## config.mk

```make
export PLATFORM = sky130hd
export DESIGN_NAME = sorted_priority_queue_top
export DESIGN_NICKNAME = d
export VERILOG_FILES = /design/src/hw/rtl/spq_pkg.sv /design/src/hw/rtl/spq_cell.sv /design/src/hw/rtl/sorted_priority_queue_top.sv
export VERILOG_INCLUDE_DIRS = /design/src /design/src/hw/rtl
export SDC_FILE = /design/constraint.sdc
export NUM_CORES = 2
export LEC_CHECK = 0
export ABC_AREA = 1
export BUFFER_PORTS_ARGS = -buffer_cell sky130_fd_sc_hd__buf_2
export CAP_MARGIN = 20
export CORE_MARGIN = 4
export CORE_UTILIZATION = 64
export CTS_CLUSTER_DIAMETER = 60
export DETAILED_ROUTE_END_ITERATION = 7
export GPL_TIMING_DRIVEN = 0
export HOLD_SLACK_MARGIN = 0.15
export PLACE_DENSITY = 0.81
export SETUP_SLACK_MARGIN = 0.02
export SLEW_MARGIN = 20
export SYNTH_ARGS = -nofsm -noshare
export SYNTH_HDL_FRONTEND = slang
export SYNTH_SLANG_ARGS = --single-unit
```

## constraint.sdc

```tcl
create_clock -name clock -period 6.4 [get_ports clock]
set_clock_uncertainty 0.15 [all_clocks]
set_input_delay 0.32 -clock clock [delete_from_list [all_inputs] [get_ports clock]]
set_output_delay 0.32 -clock clock [all_outputs]
set_load 0.02 [all_outputs]
```

## src/hw/rtl/sorted_priority_queue_top_assert.svh

```systemverilog
// ----------------------------------------------------------------------------
// Sorted priority queue assertion macros
// Concurrent check helpers used by the queue top level.
// ----------------------------------------------------------------------------
`ifndef SORTED_PRIORITY_QUEUE_TOP_ASSERT_SVH
`define SORTED_PRIORITY_QUEUE_TOP_ASSERT_SVH

// same-cycle implication, quiet during reset
`define SPQ_ASSERT_NOW(lbl, ante, cons) \
   lbl: assert property (@(posedge clock) disable iff (reset) (ante) |-> (cons)) \
      else $error("sorted priority queue check failed");

// next-cycle implication, quiet during reset
`define SPQ_ASSERT_NEXT(lbl, ante, cons) \
   lbl: assert property (@(posedge clock) disable iff (reset) (ante) |=> (cons)) \
      else $error("sorted priority queue check failed");

`endif

```

## src/hw/rtl/spq_pkg.sv

```systemverilog
// ----------------------------------------------------------------------------
// Sorted priority queue package
// Request and response types, command and status codes, cell control.
// ----------------------------------------------------------------------------
`timescale 1ns / 1ps

package spq_pkg;

   localparam int DEFAULT_CAPACITY = 16;
   localparam int VALUE_W          = 32;
   localparam int COUNT_FIELD_W    = 5;

   localparam logic CMD_INSERT = 1'b0;
   localparam logic CMD_REMOVE = 1'b1;

   localparam logic [1:0] STATUS_OK    = 2'd0;
   localparam logic [1:0] STATUS_EMPTY = 2'd1;
   localparam logic [1:0] STATUS_FULL  = 2'd2;

   typedef struct packed {
      logic                       command;
      logic signed [VALUE_W-1:0]  value;
   } req_type;

   typedef struct packed {
      logic signed [VALUE_W-1:0]    removed_value;
      logic [1:0]                   status;
      logic [COUNT_FIELD_W-1:0]     count_after;
      logic signed [VALUE_W-1:0]    front_value;
      logic                         is_empty;
   } rsp_type;

   typedef struct packed {
      logic insert;
      logic remove;
   } ctrl_type;

endpackage

```

## src/hw/rtl/spq_cell.sv

```systemverilog
// ----------------------------------------------------------------------------
// Sorted priority queue cell
// One slot of the sorted chain: compares against the new value, takes it,
// shifts from its left neighbor on insert or from its right on remove.
// ----------------------------------------------------------------------------
`timescale 1ns / 1ps

module spq_cell #(
   parameter int unsigned INDEX = 0,
   parameter int unsigned CNT_W = 5
) (
   input  logic                               clock,
   input  spq_pkg::ctrl_type                  ctrl,
   input  logic [CNT_W-1:0]                   count,
   input  logic signed [spq_pkg::VALUE_W-1:0] new_value,
   input  logic signed [spq_pkg::VALUE_W-1:0] left_value,
   input  logic                               left_gt,
   input  logic signed [spq_pkg::VALUE_W-1:0] right_value,
   output logic signed [spq_pkg::VALUE_W-1:0] value,
   output logic                               gt
);

   logic signed [spq_pkg::VALUE_W-1:0] value_ff;
   logic signed [spq_pkg::VALUE_W-1:0] value_in;
   logic                               occupied;

   always_comb begin
      occupied = CNT_W'(INDEX) < count;
      gt       = occupied && (value_ff > new_value);
   end

   always_comb begin
      value_in = value_ff;
      if (ctrl.insert) begin
         if (left_gt) begin
            value_in = left_value;
         end else if (gt || !occupied) begin
            value_in = new_value;
         end
      end else if (ctrl.remove) begin
         value_in = right_value;
      end
   end

   always_ff @(posedge clock) begin
      value_ff <= value_in;
   end

   assign value = value_ff;

endmodule

```

## src/hw/rtl/sorted_priority_queue_top.sv

```systemverilog
// ----------------------------------------------------------------------------
// Sorted priority queue top level
// Minimum priority queue kept as a sorted chain of CAPACITY cells.
// ----------------------------------------------------------------------------
// Takes one request per clock unless the response side stalls: every cell
// compares its entry with the new value in the same cycle and shifts by one
// slot, and the response appears in the cycle after the request is accepted,
// from an output register. A new request is taken while the held response is
// being taken, so the rate is one request per cycle unless the response side
// stalls. Reset clears the entry count and the response valid flag only; no
// clearing pass is run. Inserts go behind equal values; an insert while full
// and a remove while empty leave the queue unchanged and are flagged.
`timescale 1ns / 1ps

`include "sorted_priority_queue_top_assert.svh"

module sorted_priority_queue_top #(
   parameter int unsigned CAPACITY = spq_pkg::DEFAULT_CAPACITY
) (
   input  logic             clock,
   input  logic             reset,
   input  logic             req_valid,
   output logic             req_stall,
   input  spq_pkg::req_type req,
   output logic             rsp_valid,
   input  logic             rsp_stall,
   output spq_pkg::rsp_type rsp
);

   localparam int unsigned CNT_W = $clog2(CAPACITY + 1);

   logic [CNT_W-1:0]   count_ff;
   logic [CNT_W-1:0]   count_in;
   logic               rsp_valid_ff;
   logic               rsp_valid_in;
   spq_pkg::rsp_type   rsp_ff;
   spq_pkg::rsp_type   rsp_in;
   spq_pkg::ctrl_type  ctrl;
   logic               req_accept;
   logic               full;
   logic               empty;
   logic signed [spq_pkg::VALUE_W-1:0] cell_value [CAPACITY];
   logic                               cell_gt    [CAPACITY];
   logic signed [spq_pkg::VALUE_W-1:0] front;

   assign req_stall  = rsp_valid_ff && rsp_stall;
   assign req_accept = req_valid && !req_stall;
   assign full       = count_ff == CNT_W'(CAPACITY);
   assign empty      = count_ff == '0;

   always_comb begin
      ctrl.insert = req_accept && (req.command == spq_pkg::CMD_INSERT) && !full;
      ctrl.remove = req_accept && (req.command == spq_pkg::CMD_REMOVE) && !empty;
   end

   for (genvar i = 0; i < CAPACITY; i++) begin : g_cell
      logic signed [spq_pkg::VALUE_W-1:0] left_value;
      logic                               left_gt;
      logic signed [spq_pkg::VALUE_W-1:0] right_value;

      if (i == 0) begin : g_first
         assign left_value = req.value;
         assign left_gt    = 1'b0;
      end else begin : g_mid
         assign left_value = cell_value[i-1];
         assign left_gt    = cell_gt[i-1];
      end

      if (i == CAPACITY - 1) begin : g_last
         assign right_value = cell_value[i];
      end else begin : g_inner
         assign right_value = cell_value[i+1];
      end

      spq_cell #(
         .INDEX (i),
         .CNT_W (CNT_W)
      ) u_cell (
         .clock       (clock),
         .ctrl        (ctrl),
         .count       (count_ff),
         .new_value   (req.value),
         .left_value  (left_value),
         .left_gt     (left_gt),
         .right_value (right_value),
         .value       (cell_value[i]),
         .gt          (cell_gt[i])
      );
   end

   always_comb begin
      count_in = count_ff;
      if (ctrl.insert) begin
         count_in = count_ff + CNT_W'(1);
      end else if (ctrl.remove) begin
         count_in = count_ff - CNT_W'(1);
      end
   end

   // front entry after this request
   always_comb begin
      front = cell_value[0];
      if (ctrl.remove) begin
         front = cell_value[1];
      end else if (ctrl.insert && (empty || cell_gt[0])) begin
         front = req.value;
      end
   end

   always_comb begin
      rsp_in.removed_value = ctrl.remove ? cell_value[0] : '0;
      rsp_in.status        = spq_pkg::STATUS_OK;
      if (req.command == spq_pkg::CMD_INSERT && full) begin
         rsp_in.status = spq_pkg::STATUS_FULL;
      end else if (req.command == spq_pkg::CMD_REMOVE && empty) begin
         rsp_in.status = spq_pkg::STATUS_EMPTY;
      end
      rsp_in.count_after = spq_pkg::COUNT_FIELD_W'(count_in);
      rsp_in.is_empty    = count_in == '0;
      rsp_in.front_value = (count_in == '0) ? '0 : front;
   end

   always_comb begin
      rsp_valid_in = rsp_valid_ff;
      if (req_accept) begin
         rsp_valid_in = 1'b1;
      end else if (!rsp_stall) begin
         rsp_valid_in = 1'b0;
      end
   end

   always_ff @(posedge clock) begin
      if (reset) begin
         count_ff     <= '0;
         rsp_valid_ff <= 1'b0;
      end else begin
         count_ff     <= count_in;
         rsp_valid_ff <= rsp_valid_in;
      end
   end

   always_ff @(posedge clock) begin
      if (req_accept) begin
         rsp_ff <= rsp_in;
      end
   end

   assign rsp_valid = rsp_valid_ff;
   assign rsp       = rsp_ff;

   `SPQ_ASSERT_NOW(a_count_range, 1'b1, count_ff <= CNT_W'(CAPACITY))
   `SPQ_ASSERT_NOW(a_head_order, count_ff >= CNT_W'(2), cell_value[0] <= cell_value[1])
   `SPQ_ASSERT_NOW(a_empty_flag, rsp_valid_ff, rsp_ff.is_empty == (count_ff == '0))
   `SPQ_ASSERT_NEXT(a_full_refused, req_accept && req.command == spq_pkg::CMD_INSERT && full, rsp_valid_ff && rsp_ff.status == spq_pkg::STATUS_FULL && $stable(count_ff))

endmodule
```

; Word-level counts from Yosys, hierarchy flattened
; Index checks and enable logic that the tools add are counted.
[totals]
memories = 0
rom_bits = 0
ff_bits = 590
latch_bits = 0
inputBits = 37
mem_bits_rw = 0
[op_classes]
n_reduce_logical = 81
shift = 0
magnitude_cmp = 32
mul = 0
mux = 68
bitwise_logic = 1
add_sub_neg = 2
div_mod_pow = 0
n_eq_ne = 17
[op_table]
columns = op, count
row1 = 32-bit 2-to-1 mux, 63
row2 = 32-bit > comparator, 16
row3 = 3-bit by 1-bit != test with 1-bit output (second input constant), 14
row4 = 4-bit by 5-bit less-than comparator with 1-bit output (first input constant), 8
row5 = 2-bit AND reduction, 16
row6 = 1-bit logical AND, 25
row7 = 3-bit by 5-bit less-than comparator with 1-bit output (first input constant), 4
row8 = 1-bit zero test, 19
row9 = 1-bit logical OR, 17
row10 = 5-bit zero test, 2
row11 = 1-bit by 5-bit less-than comparator with 1-bit output (first input constant), 2
row12 = 2-bit by 5-bit less-than comparator with 1-bit output (first input constant), 2
row13 = 5-bit 2-to-1 mux, 2
row14 = 5-bit by 1-bit adder with 5-bit output (second input constant), 1
row15 = 5-bit == test (second input constant), 1
row16 = 5-bit by 1-bit subtractor with 5-bit output (second input constant), 1
row17 = 2-bit by 1-bit != test with 1-bit output (second input constant), 2
row18 = 2-bit nonzero test, 2
row19 = 1-bit 2-to-1 mux, 3
row20 = 1-bit NOT, 1

; Logic depth before layout (Yosys ltp)
[logic_depth]
depth_word = 8
ltp_mapped = 21
depth_no_buf = 20

; By module
; From an unflattened synthesis, not the netlist that was laid out.
[hier_totals]
cells_unflattened = 5577
hier_area_um2 = 43855.8
[modules_own_cells]
columns = module, cells_each, seq_area_each_um2, n_inst, area_per_inst_um2
row1 = spq_cell (g_cell[10].u_cell ...), 323, 960.9, 3, 2509.9
row2 = spq_cell (g_cell[11].u_cell ...), 322, 960.9, 2, 2502.4
row3 = spq_cell (g_cell[13].u_cell ...), 322, 960.9, 2, 2501.1
row4 = sorted_priority_queue_top, 398, 2282.2, 1, 3768.6
row5 = spq_cell (g_cell[0].u_cell), 325, 960.9, 1, 2527.4
row6 = spq_cell (g_cell[2].u_cell), 324, 960.9, 1, 2523.7
row7 = spq_cell (g_cell[6].u_cell), 323, 960.9, 1, 2511.2
row8 = spq_cell (g_cell[8].u_cell), 323, 960.9, 1, 2508.7
row9 = spq_cell (g_cell[15].u_cell), 334, 960.9, 1, 2507.4
row10 = spq_cell (g_cell[9].u_cell), 322, 960.9, 1, 2499.9
row11 = spq_cell (g_cell[1].u_cell), 321, 960.9, 1, 2494.9
row12 = spq_cell (g_cell[14].u_cell), 325, 960.9, 1, 2491.1
row13 = spq_cell (g_cell[7].u_cell), 325, 960.9, 1, 2486.1

; Worst setup path after synthesis
; OpenSTA, ideal clock, no wires.
[synth_timing]
kind = input to register
start = input req[25] in the netlist's numbering
end = register g_cell[10].u_cell.value_ff, in the netlist g_cell[10].u_cell.value[0], enable pin
setup_slack_ps = 1289
t_arrival_ps = 4520
t_required_ps = 5809
path_stages = 15
cell_sequence = inv_1 clkbuf_1 ha_1 nand2_1 inv_1 o21ai_0 nand2_1 nand2_1 o211ai_1 nor2_1 nand2_1 a21boi_1 clkbuf_1 nand2_1 a31oi_1
[synth_via]
elab_chain_len = 5
elab_cells_between_ends = 7
[synth_rtl]
columns = element, line
row1 = "start, declared", sorted_priority_queue_top.sv:24  ; input spq_pkg::req_type req,
row2 = 32-bit > comparator, spq_cell.sv:29  ; gt = occupied && (value_ff > new_value);
row3 = 1-bit logical AND, spq_cell.sv:29
row4 = 1-bit logical OR, spq_cell.sv:37  ; end else if (gt || !occupied) begin
row5 = 3-bit by 1-bit != test with 1-bit output (no source line) (*), n/a
row6 = 2-bit AND reduction (no source line) (*), n/a
row7 = "end signal, assigned", spq_cell.sv:46  ; value_ff <= value_in;
row8 = "end, declared", spq_cell.sv:23  ; logic signed [spq_pkg::VALUE_W-1:0] value_ff;
; Every way passes the cells marked *; elsewhere a longest branch is shown, timed or not.
; A chain may end at the register's enable or synchronous reset.

; Worst setup path after layout
[layout_timing]
start = input req[9] in the netlist's numbering
end = register g_cell[11].u_cell.value_ff, in the netlist g_cell[11].u_cell.value[16], enable pin
[layout_via]
elab_chain_len = 5
elab_cells_between_ends = 7
[layout_rtl]
columns = element, line
row1 = 32-bit > comparator, spq_cell.sv:29
row2 = 1-bit logical AND, spq_cell.sv:29
row3 = 1-bit logical OR, spq_cell.sv:37
row4 = 3-bit by 1-bit != test with 1-bit output (no source line) (*), n/a
row5 = 2-bit AND reduction (no source line) (*), n/a
row6 = "end signal, assigned", spq_cell.sv:46
row7 = "end, declared", spq_cell.sv:23
; Marked as above.

==> impl_metrics.py <==
metrics = {
    "critical_path": {
        "cp-start-kind": "input pin",
        "critPathKind": "in2reg",
        "reg2reg_to": "g_cell[15].u_cell.value[29]",
        "worstSetupEndpointType": "flop",
        "critPathCapture": "g_cell[11].u_cell.value[16]",
        "r2r_slack_ns": 1.82,
        "required_ns": 6.58,
        "r2r_cells": 14,
        "reg2reg_from": "count_ff[1]",
        "critPathLaunch": "req[9]",
        "worstPathCellList": "dlygate4sd3_1 > buf_2 > inv_1 > clkbuf_2 > buf_16 > buf_16 > ha_1 > a21oi_1 > nand3b_1 > a21oi_1 > nor2_1 > nand2_1 > nand2_1 > nand2_1 > a21boi_1 > nand3_1 > buf_2 > a31oi_4 > buf_16",
        "path_max_fanout": 19,
        "slowest_stage": "inv_1",
        "critPathArrivalTime_ns": 6.05,
        "slowest_delay_ns": 0.90,
    },
    "drt": {
        "antenna_left": 0,
        "wirelength_mm": 179,
        "drc": 9,
        "wl_per_cell_microns": 26.9,
        "first_pass_iters": 8,
        "vias_per_cell": 6.68,
        "drt_iter0_markers": 6994,
        "vias": 44400,
    },
    "clock_network": {
        "cts_setup_buffers": 0,
        "clk_pin_slew_ns": 0.06,
        "clkLatencyLatePin_ns": 0.63,
        "cts_num_sinks": 590,
        "cts_buffers": 70,
        "cts_buffer_depth": 3,
        "cts_tree": "done",
        "htree_levels": 3,
        "cts_root_buffer": "clkbuf_16",
    },
    "cells_and_area": {
        "final_net_count": 6259,
        "layout.cells.non_filler": 6646,
        "syn2layout_area_growth_pct": 13.1,
        "drive_gt1_share_pct": 7.22,
        "design_area_sq_um": 49200,
        "fill_cells": 5205,
        "multiInputGateArea_sq_um": 23400,
        "ff_latch_area_sq_um": 17700,
    },
    "grt": {
        "grt_pass1_vias": 40700,
        "grt_usage_pct": 48.1,
        "grt_pass1_wl_mm": 255,
        "grt_antenna_before_repair": 14,
        "overflow": 0,
        "grt_max_degree": 67,
    },
    "sta": {
        "finalHoldViolations": 0,
        "max_freq_mhz": 170,
        "relSlewSlack_pct": 13.0,
        "fin_crit_sh_pct": 91.7,
        "worst_pin_slew_ns": 1.30,
        "tns_ns": 0,
        "setup_viol": 0,
        "drv_slew": 0,
        "fin_crit_ns": 5.87,
        "rsz0062_at_grt": "false",
        "fin_ws_ns": 0.530,
    },
    "logic_synthesis": {
        "synth.largest_area_cell": "edfxtp_1",
        "synth_top_area_share_pct": 40.3,
        "syn_area_per_cell_sq_um": 7.98,
        "syn-cell-area_sq_um": 43500,
        "synth_cells": 5445,
        "yosysWarnings": 0,
        "synth_nets": 5997,
        "yosys-top-cells-count": "1747 x nand2_1, 584 x edfxtp_1, 515 x ha_1, 421 x nand3_1, 360 x nor2_1",
        "synth-seq-cells": 590,
        "async_flop_share_pct": 0,
        "synth-edff-count": 584,
        "ys.flop_type": "edfxtp_1",
        "yosysMostFrequentCell": "nand2_1",
        "synth_area_leaders": "edfxtp_1 40%, nand2_1 15%, ha_1 15%",
        "synth-seq-area-share_pct": 40.6,
        "synth_cell_types": 50,
    },
    "pwr": {
        "power.leakage_nw": 22.7,
        "clockPowerShare_pct": 30.8,
        "p_comb_share_pct": 28.9,
        "peakVddDrop_v": 0.000220,
        "p_total_mw": 13.3,
        "powerDensity_nw_per_um2": 271,
        "p_seq_share_pct": 40.3,
        "netSwitchingFraction_pct": 36.5,
        "switching_power_mw": 4.87,
        "internal_power_mw": 8.46,
    },
    "floorplan": {
        "initial_core_util_pct": 64.6,
        "fp.coreArea_sq_um": 67300,
        "num_rows": 95,
        "die_w_microns": 269,
        "ios": 111,
        "dieHeight_microns": 269,
        "die-area_sq_um": 72200,
    },
    "min_path": {
        "min_path_type": "in2reg",
    },
    "outcome": {
        "violations": "design-rule violations",
        "outcome": "finished, violations left",
    },
    "place": {
        "place_hpwl_mm": 133,
        "portBuffers": 110,
        "routabilityCongestion": 1.02,
        "dpl_cell_area_sq_um": 46500,
        "place_ws_ns": 0.991,
        "place_inst": 6473,
    },
    "flow_run": {
        "drv_cap": 0,
    },
}
## power by group through the flow
stage / Sequential (mW) / Combinational [mW] / Clock (mW)
floorplan: 5.29 / 2.29 / 0
global placement: 5.44 / 3.34 / 0
detailed placement: 5.41 / 3.62 / 0
CTS: 5.33 / 3.67 / 4.06
global route: 5.38 / 4.16 / 4.22
finish: 5.37 / 3.85 / 4.11
## cells in the final DEF (no fill, tap or decap), types with 35 or more instances in the layout
master and n:
clkbuf_16 74, a21oi_1 309, clkbuf_1 181, dlygate4sd3_1 35, nand3_1 421, nand3b_1 161, o21ai_1 70, nand2_1 1747
buf_16 40, buf_2 183, nor2_1 360, inv_1 333, o21ai_0 233, edfxtp_1 584, ha_1 515, nand4_1 260
## cells by family after synthesis
kind of cell | after synthesis | synth area share (%)
XOR/XNOR | 3 | 0.0605
AO/OA/AOI/OAI | 676 | 8.12
flip-flops | 590 | 40.6
adder cells (fa/ha/maj) | 515 | 14.8
AND/OR/NAND/NOR | 3002 | 30.4
buffers and inverters | 659 | 6.00
## final cells by class
class                           instances  area share (%)
Timing Repair Buffer                  190            4.25
Clock inverter                         43           0.794
Inverter                              346            2.65
Tap cell                              873            2.22
Clock buffer                           84            3.84
Antenna cell                           11          0.0560
Sequential cell                       590            35.9
Buffer                                313            2.75
Multi-Input combinational cell       4196            47.5
## what timing repair did
action / CTS / global route
endpoints found under the hold margin: 57 / 0
hold buffers: 35 / 0
gates resized for setup: 0 / 0
## worst max-delay path: cells and delay by family
family          cells  cell delay, ns
compound gates      4            1.37
fa+ha+maj           1            0.26
buf+inv             8            3.21
simple gates        6            0.85
## registers in the layout, summed over array words and instances, names as in the netlist
name,flops
g_cell.u_cell.value,512
count_ff,5
rsp,72
rsp_valid,1
## through the flow
| stage | hold WS, ns | util, % |
|---|---|---|
| finish | 0.259 | 73.1 |
| global route | 0.275 | 73.1 |
| CTS | 0.223 | 73.1 |
| detailed placement | 0.372 | 69.1 |
| global placement | 0.339 | 67.1 |
| floorplan | 0.239 | - |
## routing by layer
layer | GRT usage [%] | up-vias | part of all wire, %
li1 | - | 19400 | -
met1 | 58.4 | 20100 | 33
met2 | 68.0 | 3806 | 40
met3 | 20.1 | 1076 | 16
met4 | 37.0 | 10 | 9.8
met5 | 0 | - | 0.041
## how the worst min path moves through the flow
| stage | startpoint | slack [ns] | cells after the start | to |
|---|---|---|---|---|
| floorplan | reset | 0.24 | 1 | rsp_valid |
| finish | req_valid | 0.26 | 3 | rsp[38] |
| detailed placement | rsp_valid | 0.37 | 2 | rsp_valid |
| CTS | req_valid | 0.22 | 3 | rsp[38] |
| global placement | rsp_valid | 0.34 | 2 | rsp_valid |
| global route | req_valid | 0.27 | 3 | rsp[38] |
No activity file was read; power rests on OpenSTA's default activity.
